## src/sv/ctvf_pkg.sv

```systemverilog
package ctvf_pkg;

    // Request kinds.
    localparam logic [2:0] REQ_FORMAT     = 3'd0;
    localparam logic [2:0] REQ_WRITE_TAPE = 3'd1;
    localparam logic [2:0] REQ_CMD_START  = 3'd2;
    localparam logic [2:0] REQ_LINE_DONE  = 3'd3;
    localparam logic [2:0] REQ_REWIND     = 3'd4;

    // Reported paper motion.
    localparam logic [1:0] ACT_NONE = 2'd0;
    localparam logic [1:0] ACT_FF   = 2'd1;
    localparam logic [1:0] ACT_LF   = 2'd2;
    localparam logic [1:0] ACT_CR   = 2'd3;

    // Configuration register indexes.
    localparam logic CFG_PRINTER_MODEL = 1'b0;
    localparam logic CFG_TAPE_LENGTH   = 1'b1;

    localparam int CFG_DATA_W = 9;

    localparam logic [8:0] TAPE_LENGTH_RESET = 9'd1;

    // Format byte codes and field masks.
    localparam logic [7:0] CODE_INHIBIT  = 8'h60;
    localparam logic [7:0] CODE_SPACE    = 8'hC0;
    localparam logic [7:0] CODE_SKIP     = 8'hF0;
    localparam logic [7:0] MASK_LOW7     = 8'h7F;
    localparam logic [7:0] SPACE_IGN_M1  = 8'h20;
    localparam logic [7:0] SPACE_CNT_M0  = 8'h0F;
    localparam logic [7:0] SPACE_CNT_M1  = 8'h07;
    localparam logic [7:0] SKIP_CHAN_M0  = 8'h01;
    localparam logic [7:0] SKIP_CHAN_M1  = 8'h07;

    // Tape line 0 reads as all channels punched until it is written.
    localparam logic [7:0] TAPE_HEAD_RESET = 8'hFF;

    localparam logic [2:0] CHAN_BOTTOM = 3'd0;
    localparam logic [2:0] CHAN_TOP    = 3'd1;

    typedef struct packed {
        logic [2:0] req_type;
        logic [7:0] format_char;
        logic [7:0] tape_index;
        logic [7:0] tape_mask;
    } ctvf_req_t;

    typedef struct packed {
        logic [1:0] action;
        logic [8:0] feed_count;
        logic       runaway_status;
        logic [7:0] position_now;
        logic       inhibit_status;
    } ctvf_rsp_t;

    typedef struct packed {
        logic load;
        logic finish_simple;
        logic reduce_start;
        logic reduce_step;
        logic scan_init;
        logic scan_retry;
        logic scan_run;
        logic finish_scan;
    } ctvf_cmd_t;

    typedef struct packed {
        logic scan_op;
        logic reduce_last;
        logic hit;
        logic exhausted;
        logic mode_space;
    } ctvf_status_t;

endpackage

```

## src/sv/ctvf_ctrl.sv

```systemverilog
module ctvf_ctrl (
    input  logic                  clk,
    input  logic                  rst_n,
    input  logic                  start,
    output logic                  busy,
    output logic                  done,
    output ctvf_pkg::ctvf_cmd_t    cmd,
    input  ctvf_pkg::ctvf_status_t status
);
    import ctvf_pkg::*;

    localparam logic [2:0] ST_IDLE   = 3'd0;
    localparam logic [2:0] ST_DECODE = 3'd1;
    localparam logic [2:0] ST_REDUCE = 3'd2;
    localparam logic [2:0] ST_SETUP  = 3'd3;
    localparam logic [2:0] ST_SCAN   = 3'd4;

    logic [2:0] state_reg;
    logic [2:0] state_next;
    logic       done_reg;
    logic       done_next;

    always_comb
    begin
        state_next = state_reg;
        done_next  = 1'b0;
        cmd        = '0;
        unique case (state_reg)
            ST_IDLE:
            begin
                if (start)
                begin
                    cmd.load   = 1'b1;
                    state_next = ST_DECODE;
                end
            end
            ST_DECODE:
            begin
                if (status.scan_op)
                begin
                    cmd.reduce_start = 1'b1;
                    state_next       = ST_REDUCE;
                end
                else
                begin
                    cmd.finish_simple = 1'b1;
                    done_next         = 1'b1;
                    state_next        = ST_IDLE;
                end
            end
            ST_REDUCE:
            begin
                cmd.reduce_step = 1'b1;
                if (status.reduce_last)
                begin
                    state_next = ST_SETUP;
                end
            end
            ST_SETUP:
            begin
                cmd.scan_init = 1'b1;
                state_next    = ST_SCAN;
            end
            ST_SCAN:
            begin
                // A bottom-of-form hit during a space turns into a skip to top of form.
                if (status.hit && status.mode_space)
                begin
                    cmd.scan_retry = 1'b1;
                end
                else if (status.hit || status.exhausted)
                begin
                    cmd.finish_scan = 1'b1;
                    done_next       = 1'b1;
                    state_next      = ST_IDLE;
                end
                else
                begin
                    cmd.scan_run = 1'b1;
                end
            end
            default:
            begin
                state_next = ST_IDLE;
            end
        endcase
    end

    always_ff @(posedge clk or negedge rst_n)
    begin
        if (!rst_n)
        begin
            state_reg <= ST_IDLE;
            done_reg  <= 1'b0;
        end
        else
        begin
            state_reg <= state_next;
            done_reg  <= done_next;
        end
    end

    assign busy = (state_reg != ST_IDLE);
    assign done = done_reg;

endmodule

```

## src/sv/ctvf_datapath.sv

```systemverilog
module ctvf_datapath #(
    parameter int TAPE_DEPTH = 256
) (
    input  logic                                clk,
    input  logic                                rst_n,
    input  ctvf_pkg::ctvf_cmd_t                  cmd,
    output ctvf_pkg::ctvf_status_t               status,
    input  ctvf_pkg::ctvf_req_t                  request,
    input  logic                                cfg_write,
    input  logic                                cfg_index,
    input  logic [ctvf_pkg::CFG_DATA_W-1:0]      cfg_data,
    output ctvf_pkg::ctvf_rsp_t                  result
);
    import ctvf_pkg::*;

    // Only lines 0..STORE_DEPTH-1 (at most 0..255) can ever be written; lines above that read as blank.
    localparam int STORE_DEPTH = (TAPE_DEPTH < 256) ? TAPE_DEPTH : 256;
    localparam int LEN_MAX     = (TAPE_DEPTH < 511) ? TAPE_DEPTH : 511;
    localparam int POS_W       = $clog2(LEN_MAX);
    localparam int LEN_W       = $clog2(LEN_MAX + 1);
    localparam int CNT_W       = (LEN_W > 4) ? LEN_W : 4;
    localparam int SAW         = $clog2(STORE_DEPTH);
    localparam int DW          = LEN_W + POS_W - 1;
    localparam int KW          = $clog2(POS_W + 1);

    logic [7:0]             tape_mem [STORE_DEPTH];
    logic [STORE_DEPTH-1:0] valid_reg;

    ctvf_req_t              item_reg;
    logic                   model_reg;
    logic [8:0]             tlen_reg;
    logic [POS_W-1:0]       pos_reg;
    logic                   inhibit_reg;
    logic                   runaway_reg;
    logic [POS_W-1:0]       rem_reg;
    logic [DW-1:0]          div_reg;
    logic [KW-1:0]          step_reg;
    logic [POS_W-1:0]       addr_reg;
    logic [CNT_W-1:0]       iss_reg;
    logic [CNT_W-1:0]       lim_reg;
    logic [2:0]             chan_reg;
    logic                   mode_space_reg;
    logic                   pend_valid_reg;
    logic [CNT_W-1:0]       pend_idx_reg;
    logic [POS_W-1:0]       pend_addr_reg;
    logic [7:0]             mem_q_reg;
    logic                   mem_hit_reg;
    logic                   zero_reg;
    logic                   oob_reg;
    ctvf_rsp_t              result_reg;

    logic [7:0]       fc;
    logic [7:0]       cnt_mask;
    logic [7:0]       ign_mask;
    logic [7:0]       chan_mask;
    logic             is_inh;
    logic             is_space;
    logic             is_skip;
    logic [CNT_W-1:0] space_cnt;
    logic [2:0]       skip_chan;
    logic [8:0]       len9;
    logic [LEN_W-1:0] len;
    logic [7:0]       line_data;
    logic             hit;
    logic             exhausted;
    logic             rd_en;
    logic [SAW-1:0]   raddr;
    logic             raddr_oob;
    logic [POS_W:0]   addr_inc;
    logic [POS_W-1:0] addr_nx;
    logic             rem_ge;
    logic [POS_W-1:0] rem_sub;
    logic             mem_we;
    logic [SAW-1:0]   widx;
    logic [POS_W-1:0] pos_next;
    logic             inhibit_next;
    logic             runaway_next;
    logic [1:0]       act_next;
    logic [8:0]       feeds_next;
    logic             land_top;

    // Format byte decode; the second model ignores bit 5 of a space byte.
    always_comb
    begin
        fc        = item_reg.format_char;
        cnt_mask  = model_reg ? SPACE_CNT_M1 : SPACE_CNT_M0;
        ign_mask  = model_reg ? SPACE_IGN_M1 : 8'h00;
        chan_mask = model_reg ? SKIP_CHAN_M1 : SKIP_CHAN_M0;
        is_inh    = ((fc & MASK_LOW7) == CODE_INHIBIT);
        is_space  = !is_inh && ((fc & ~(ign_mask | cnt_mask)) == CODE_SPACE);
        is_skip   = !is_inh && !is_space && ((fc & ~chan_mask) == CODE_SKIP);
        space_cnt = CNT_W'(fc & cnt_mask);
        skip_chan = 3'(fc & chan_mask);
    end

    // Effective loop length: zero counts as one, clamp to the tape depth.
    always_comb
    begin
        if (tlen_reg == 9'd0)
        begin
            len9 = 9'd1;
        end
        else if (tlen_reg > 9'(LEN_MAX))
        begin
            len9 = 9'(LEN_MAX);
        end
        else
        begin
            len9 = tlen_reg;
        end
        len = LEN_W'(len9);
    end

    // Tape read port and scan bookkeeping. Each read fetches the line after the one
    // the scan stands on, so the first read is one line past the reduced position.
    always_comb
    begin
        line_data = oob_reg ? 8'h00 :
                    mem_hit_reg ? mem_q_reg :
                    (zero_reg ? TAPE_HEAD_RESET : 8'h00);
        hit       = pend_valid_reg && line_data[chan_reg];
        exhausted = !pend_valid_reg && (iss_reg == lim_reg);
        rd_en     = cmd.scan_run && (iss_reg < lim_reg);
        addr_inc  = (POS_W + 1)'(addr_reg) + (POS_W + 1)'(1);
        addr_nx   = (addr_inc >= (POS_W + 1)'(len)) ? '0 : addr_inc[POS_W-1:0];
        raddr     = addr_nx[SAW-1:0];
        raddr_oob = ({1'b0, addr_nx} >= (POS_W + 1)'(STORE_DEPTH));
        rem_ge    = (DW'(rem_reg) >= div_reg);
        rem_sub   = rem_reg - div_reg[POS_W-1:0];
        mem_we    = cmd.finish_simple && (item_reg.req_type == REQ_WRITE_TAPE) &&
                    (9'(item_reg.tape_index) < 9'(STORE_DEPTH));
        widx      = item_reg.tape_index[SAW-1:0];
        land_top  = !mode_space_reg && line_data[CHAN_TOP];
    end

    always_comb
    begin
        status.scan_op     = (item_reg.req_type == REQ_FORMAT) && (is_space || is_skip);
        status.reduce_last = (step_reg == '0);
        status.hit         = hit;
        status.exhausted   = exhausted;
        status.mode_space  = mode_space_reg;
    end

    // Next architectural state and the result for the item being finished.
    always_comb
    begin
        pos_next     = pos_reg;
        inhibit_next = inhibit_reg;
        runaway_next = runaway_reg;
        act_next     = ACT_NONE;
        feeds_next   = 9'd0;
        if (cmd.finish_simple)
        begin
            unique case (item_reg.req_type)
                REQ_FORMAT:
                begin
                    if (is_inh)
                    begin
                        inhibit_next = 1'b1;
                    end
                end
                REQ_CMD_START:
                begin
                    inhibit_next = 1'b0;
                    runaway_next = 1'b0;
                end
                REQ_LINE_DONE:
                begin
                    if (inhibit_reg)
                    begin
                        act_next = ACT_CR;
                    end
                    else
                    begin
                        act_next   = ACT_LF;
                        feeds_next = 9'd1;
                    end
                end
                REQ_REWIND:
                begin
                    pos_next = '0;
                end
                default:
                begin
                    pos_next = pos_reg;
                end
            endcase
        end
        else if (cmd.finish_scan)
        begin
            // A skip that finds nothing goes once around the loop and flags runaway.
            pos_next = hit ? pend_addr_reg : addr_reg;
            if (!mode_space_reg && !hit)
            begin
                runaway_next = 1'b1;
            end
            if (land_top)
            begin
                act_next = ACT_FF;
            end
            else
            begin
                act_next   = ACT_LF;
                feeds_next = hit ? 9'(pend_idx_reg) : 9'(lim_reg);
            end
        end
    end

    always_ff @(posedge clk or negedge rst_n)
    begin
        if (!rst_n)
        begin
            model_reg      <= 1'b0;
            tlen_reg       <= TAPE_LENGTH_RESET;
            pos_reg        <= '0;
            inhibit_reg    <= 1'b0;
            runaway_reg    <= 1'b0;
            valid_reg      <= '0;
            pend_valid_reg <= 1'b0;
        end
        else
        begin
            if (cfg_write)
            begin
                if (cfg_index == CFG_PRINTER_MODEL)
                begin
                    model_reg <= cfg_data[0];
                end
                else
                begin
                    tlen_reg <= cfg_data;
                end
            end
            pos_reg     <= pos_next;
            inhibit_reg <= inhibit_next;
            runaway_reg <= runaway_next;
            if (mem_we)
            begin
                valid_reg[widx] <= 1'b1;
            end
            if (cmd.scan_init || cmd.scan_retry)
            begin
                pend_valid_reg <= 1'b0;
            end
            else if (cmd.scan_run)
            begin
                pend_valid_reg <= (iss_reg < lim_reg);
            end
        end
    end

    always_ff @(posedge clk)
    begin
        if (mem_we)
        begin
            tape_mem[widx] <= item_reg.tape_mask;
        end
        if (rd_en)
        begin
            mem_q_reg   <= tape_mem[raddr];
            mem_hit_reg <= valid_reg[raddr];
            zero_reg    <= (addr_nx == '0);
            oob_reg     <= raddr_oob;
        end
    end

    always_ff @(posedge clk)
    begin
        if (cmd.load)
        begin
            item_reg <= request;
        end
        // Position modulo loop length, one quotient bit per cycle.
        if (cmd.reduce_start)
        begin
            rem_reg  <= pos_reg;
            div_reg  <= DW'(len) << (POS_W - 1);
            step_reg <= KW'(POS_W - 1);
        end
        if (cmd.reduce_step)
        begin
            if (rem_ge)
            begin
                rem_reg <= rem_sub;
            end
            div_reg  <= div_reg >> 1;
            step_reg <= step_reg - KW'(1);
        end
        if (cmd.scan_init)
        begin
            addr_reg       <= rem_reg;
            iss_reg        <= '0;
            lim_reg        <= is_space ? space_cnt : CNT_W'(len);
            chan_reg       <= is_space ? CHAN_BOTTOM : skip_chan;
            mode_space_reg <= is_space;
        end
        if (cmd.scan_retry)
        begin
            addr_reg       <= rem_reg;
            iss_reg        <= '0;
            lim_reg        <= CNT_W'(len);
            chan_reg       <= CHAN_TOP;
            mode_space_reg <= 1'b0;
        end
        if (rd_en)
        begin
            addr_reg      <= addr_nx;
            iss_reg       <= iss_reg + CNT_W'(1);
            pend_idx_reg  <= iss_reg + CNT_W'(1);
            pend_addr_reg <= addr_nx;
        end
        if (cmd.finish_simple || cmd.finish_scan)
        begin
            result_reg.action         <= act_next;
            result_reg.feed_count     <= feeds_next;
            result_reg.runaway_status <= runaway_next;
            result_reg.position_now   <= 8'(pos_next);
            result_reg.inhibit_status <= inhibit_next;
        end
    end

    assign result = result_reg;

endmodule

```

## src/sv/carriage_tape_vertical_format.sv

```systemverilog
// Carriage control tape vertical format unit. An item is taken on a clock edge with start
// high and busy low; exactly one result follows, shown on result for the single cycle in
// which done is high, and the receiver cannot stall it, so it must capture the result in
// that cycle. Configuration writes (printer model, tape length) are accepted at any time
// through cfg_valid and cfg_ready, which is always high, but are meant to be made while
// the block is idle. Tape writes, command start, line printed, rewind, inhibit bytes and
// unrecognized bytes pass through the decode state straight to done. A space or skip byte
// passes through decode, then reduces the position modulo the loop length in one step per
// position bit (8 position bits at the default depth), then a setup state, then a scan that
// reads the tape lines: up to the space count for a space, up to the loop length for a skip,
// and both in turn when a space meets bottom of form and becomes a skip to top of form; such
// a space restarts its scan from the reduced position. The scan is paced by the single tape
// memory read port, which reads one tape line per cycle. A new item may be started in the
// cycle in which done is high. There is no clearing pass after reset.
module carriage_tape_vertical_format #(
    parameter int TAPE_DEPTH = 256
) (
    input  logic                           clk,
    input  logic                           rst_n,
    input  logic                           start,
    output logic                           busy,
    input  ctvf_pkg::ctvf_req_t             request,
    output logic                           done,
    output ctvf_pkg::ctvf_rsp_t             result,
    input  logic                           cfg_valid,
    output logic                           cfg_ready,
    input  logic                           cfg_index,
    input  logic [ctvf_pkg::CFG_DATA_W-1:0] cfg_data
);
    import ctvf_pkg::*;

    ctvf_cmd_t    cmd;
    ctvf_status_t status;

    // The configuration registers never push back, so every write transfer completes at once.
    assign cfg_ready = 1'b1;

    // The controller sequences decode, position reduction and the tape scan.
    ctvf_ctrl u_ctrl (
        .clk    (clk),
        .rst_n  (rst_n),
        .start  (start),
        .busy   (busy),
        .done   (done),
        .cmd    (cmd),
        .status (status)
    );

    // The datapath holds the tape memory, position, flags and the result register.
    ctvf_datapath #(
        .TAPE_DEPTH (TAPE_DEPTH)
    ) u_datapath (
        .clk       (clk),
        .rst_n     (rst_n),
        .cmd       (cmd),
        .status    (status),
        .request   (request),
        .cfg_write (cfg_valid && cfg_ready),
        .cfg_index (cfg_index),
        .cfg_data  (cfg_data),
        .result    (result)
    );

endmodule

```

## config.mk

```make
export PLATFORM = sky130hd
export DESIGN_NAME = carriage_tape_vertical_format
export DESIGN_NICKNAME = d
export VERILOG_FILES = /design/src/sv/ctvf_pkg.sv /design/src/sv/ctvf_ctrl.sv /design/src/sv/ctvf_datapath.sv /design/src/sv/carriage_tape_vertical_format.sv
export SDC_FILE = /design/constraint.sdc
export NUM_CORES = 2
export LEC_CHECK = 0
export BUFFER_PORTS_ARGS = -buffer_cell sky130_fd_sc_hd__buf_2
export CAP_MARGIN = 20
export CORE_MARGIN = 8
export CORE_UTILIZATION = 37
export CTS_BUF_LIST = sky130_fd_sc_hd__clkbuf_8
export CTS_CLUSTER_SIZE = 14
export DETAILED_ROUTE_END_ITERATION = 7
export PLACE_DENSITY = 0.64
export SETUP_SLACK_MARGIN = 0.3
export SYNTH_ARGS = -nofsm -noshare
export SYNTH_HDL_FRONTEND = slang
export SYNTH_SLANG_ARGS = --single-unit
```

## constraint.sdc

```tcl
create_clock -name clk -period 4.32 [get_ports clk]
set_input_delay 0.216 -clock clk [delete_from_list [all_inputs] [get_ports clk]]
set_output_delay 0.216 -clock clk [all_outputs]
set_load 0.05 [all_outputs]
```

==> impl_metrics.json <==
{
  "violations": "setup timing",
  "final_nets": 7214,
  "insertion_delay_ns": 1.11,
  "worstPathArrival_ns": 5.29,
  "reg2reg_slack_ns": -0.07,
  "coreArea_sq_um": 264000,
  "largest_register_ffs": 2048,
  "crit_type": "reg2reg",
  "syn_inst": 6205,
  "fp.dieH_microns": 530,
  "synth.avg_cell_area_sq_um": 15.8,
  "start_util_pct": 37.1,
  "r2r-start": "u_datapath.addr_reg[1]$_DFFE_PP_",
  "max_freq_mhz": 228,
  "finalHoldViolCount": 0,
  "netlist.area_leader.share_pct": 66.5,
  "ys_seq_area_share_pct": 74.0,
  "grt_overflow": 0,
  "drive_gt1_share_pct": 27.1,
  "cp_max_fo": 9,
  "skew_ns": 0.0963,
  "setup.worst_path.start_class": "register",
  "place_hpwl_microns": 193000,
  "grt_pass1_vias": 62322,
  "relSlewSlack_pct": 12.5,
  "fin_util_pct": 44.7,
  "fin_crit_sh_pct": 102,
  "timing.hold.ws_ns": 0.154,
  "rows": 189,
  "required_ns": 5.22,
  "r2r_end": "u_datapath.mem_q_reg[3]$_DFFE_PP_",
  "cts-root-buf": "clkbuf_8",
  "cts_buffers": 406,
  "cts_tree": "built",
  "slew_violations": 0,
  "yosys_most_used_dff": "edfxtp_1",
  "powerDensity_nw_per_um2": 430,
  "hold_path.startpoint": "start",
  "antenna_left": 0,
  "htree_levels": 5,
  "min_period_ns": 4.39,
  "status": "complete, but fails checks",
  "grt_first_pass_wirelength_microns": 449000,
  "die_w_microns": 530,
  "whs_endpoint": "u_ctrl.state_reg[0]$_DFFE_PN0P_",
  "final_cell_mix": "2168 x edfxtp_1, 637 x buf_4, 585 x nor2_1, 467 x clkbuf_8, 323 x mux2i_1",
  "yosysTopAreaCell": "edfxtp_1",
  "ys_seq_elements": 2462,
  "rr_worst_depth": 20,
  "clk_pin_slew_worst_paths_ns": 0.06,
  "synthArstFlopShare_pct": 11.4,
  "multi_input_area_sq_um": 24600,
  "netlist_area_sq_um": 97900,
  "drv_cap": 0,
  "ir_drop_uv": 270,
  "setup_violations": 2,
  "port_buffers": 63,
  "dr.pass1.iters": 6,
  "grt_usage_pct": 21.6,
  "clkSinkCount": 2462,
  "dieArea_sq_um": 281000,
  "rsz0062_at_grt": "true",
  "drc": 0,
  "synth_area_leaders": "edfxtp_1 67%, dfrtp_1 7.2%, mux4_2 4.0%",
  "ys_types": 92,
  "cellLeakagePower_nw": 42.0,
  "finalWorstSetupSlack_ns": -0.0750,
  "clock_path_buffers": 4,
  "worst_slew_pin_slew_ns": 1.31,
  "synth_edf_count": 2168,
  "area_delta_synth_final_pct": 20.6,
  "final_common_cell": "edfxtp_1",
  "drtIter0Drc": 8724,
  "num-fill-cells": 23032,
  "vias_per_cell": 5.73,
  "antenna_found_initial": 8,
  "ff_latch_area_sq_um": 72400,
  "hp-class": "in2reg",
  "routed_wl_microns": 315000,
  "yosys_warnings": 0,
  "holdPathStages": 5,
  "grt_max_degree": 178,
  "vias": 63113,
  "worstSetupEndpointType": "register",
  "syn-num-nets": 6276,
  "num_io_pins": 65,
  "wl_per_cell_microns": 28.6,
  "gp_congestion": 0.940
}
-- synthesized netlist by cell type (all sizes together), types with 41 or more instances --
library cell and instances:
edfxtp 2168, nor2 595, mux2i 325, nand2 316, a21oi 292, dfrtp 280, or2 265, o21ai 250
buf 237, mux4 175, clkbuf 161, o22ai 137, o221ai 114, a211oi 98, nand3 69, nor3 51
o211ai 43, inv 41, mux2 41
-- cell families after synthesis --
family                     synth area share [%]
adders and majority gates                 0.391
and+or+nand+nor                            6.81
xor gates and xnor gates                  0.212
other                                   0.00383
muxes                                      7.82
AOI/OAI and AO/OA                          8.70
DFF                                        74.0
buffers and inverters                      2.10
-- area by class of cell --
class | instances | area share, %
diodes | 8 | 0.0170
clock buffers | 467 | 5.44
clock inverters | 273 | 1.15
inverters | 44 | 0.158
multi-input cells | 3301 | 20.8
flip-flops and latches | 2462 | 61.3
well taps | 3533 | 3.74
repair buffers | 928 | 7.32
-- timing repair --
action                                 4_1_cts  5_1_grt
endpoints found under the hold margin      314        0
setup buffers                               35       13
resized for setup                          135      103
gates cloned                                 3        1
setup endpoints to repair                    9        9
pin swaps                                   25       31
hold buffers                                89        0
-- critical path: stages (launching register included) --
cell and delay [ns]:
edfxtp_1 0.46, ha_4 0.21, buf_6 0.11, buf_8 0.12, xnor2_4 0.21, inv_8 0.05, ha_4 0.24, a21o_1 0.20
a31oi_4 0.19, o211a_4 0.33, buf_6 0.17, nand2_4 0.07, inv_2 0.15, buf_12 0.17, buf_4 0.16, o21ai_0 0.11
o211ai_1 0.42, a21oi_2 0.14, nand4b_1 0.33, buf_4 0.24, o41ai_4 0.05
-- per-stage QoR --
step	power (W)	setup WS, ns	instance area, sq um	instances	setup TNS, ns
after floorplan	0.0284	0.274	98000	6205	0
after global placement	0.0308	-0.661	108000	10123	-3.57
after detailed placement	0.0309	-0.483	108000	10125	-2.82
after CTS	0.0507	-0.0441	117000	10992	-0.0877
after global routing	0.0521	-0.0817	118000	11013	-0.296
final	0.0508	-0.0750	118000	11016	-0.0813
-- report_power, final --
part / internal, W / switching (W)
clock: 0.0104 / 0.00932
combinational: 0.00179 / 0.00318
sequential: 0.0261 / 0.0000881
total: 0.0382 / 0.0126
-- layer usage --
| metal | global-route usage, % | vias up | wire (microns) | part of all wire, % |
|---|---|---|---|---|
| met5 | 0 | - | 13 | 0.0041 |
| met4 | 9.79 | 2 | 15800 | 5.0 |
| met3 | 5.05 | 772 | 33500 | 11 |
| met2 | 33.2 | 3872 | 142000 | 45 |
| met1 | 29.3 | 32236 | 123000 | 39 |
| li1 | - | 26231 | - | - |
-- worst max-delay path by stage --
stage,from,endpoint,slack (ns),depth (start not counted)
5_1_grt,u_datapath.addr_reg[1]$_DFFE_PP_,u_datapath.mem_q_reg[0]$_DFFE_PP_,-0.08,20
3_5_place_dp,u_datapath.addr_reg[1]$_DFFE_PP_,u_datapath.mem_q_reg[0]$_DFFE_PP_,-0.48,20
4_1_cts,u_datapath.addr_reg[1]$_DFFE_PP_,u_datapath.mem_q_reg[3]$_DFFE_PP_,-0.04,20
3_3_place_gp,u_datapath.addr_reg[1]$_DFFE_PP_,u_datapath.mem_q_reg[0]$_DFFE_PP_,-0.66,20
6_report,u_datapath.addr_reg[1]$_DFFE_PP_,u_datapath.mem_q_reg[3]$_DFFE_PP_,-0.07,20
2_1_floorplan,u_datapath.item_reg[0]$_DFFE_PP_,u_datapath.tape_mem[0][0]$_DFFE_PP_,0.27,0
(Power assumes the default switching activity.)
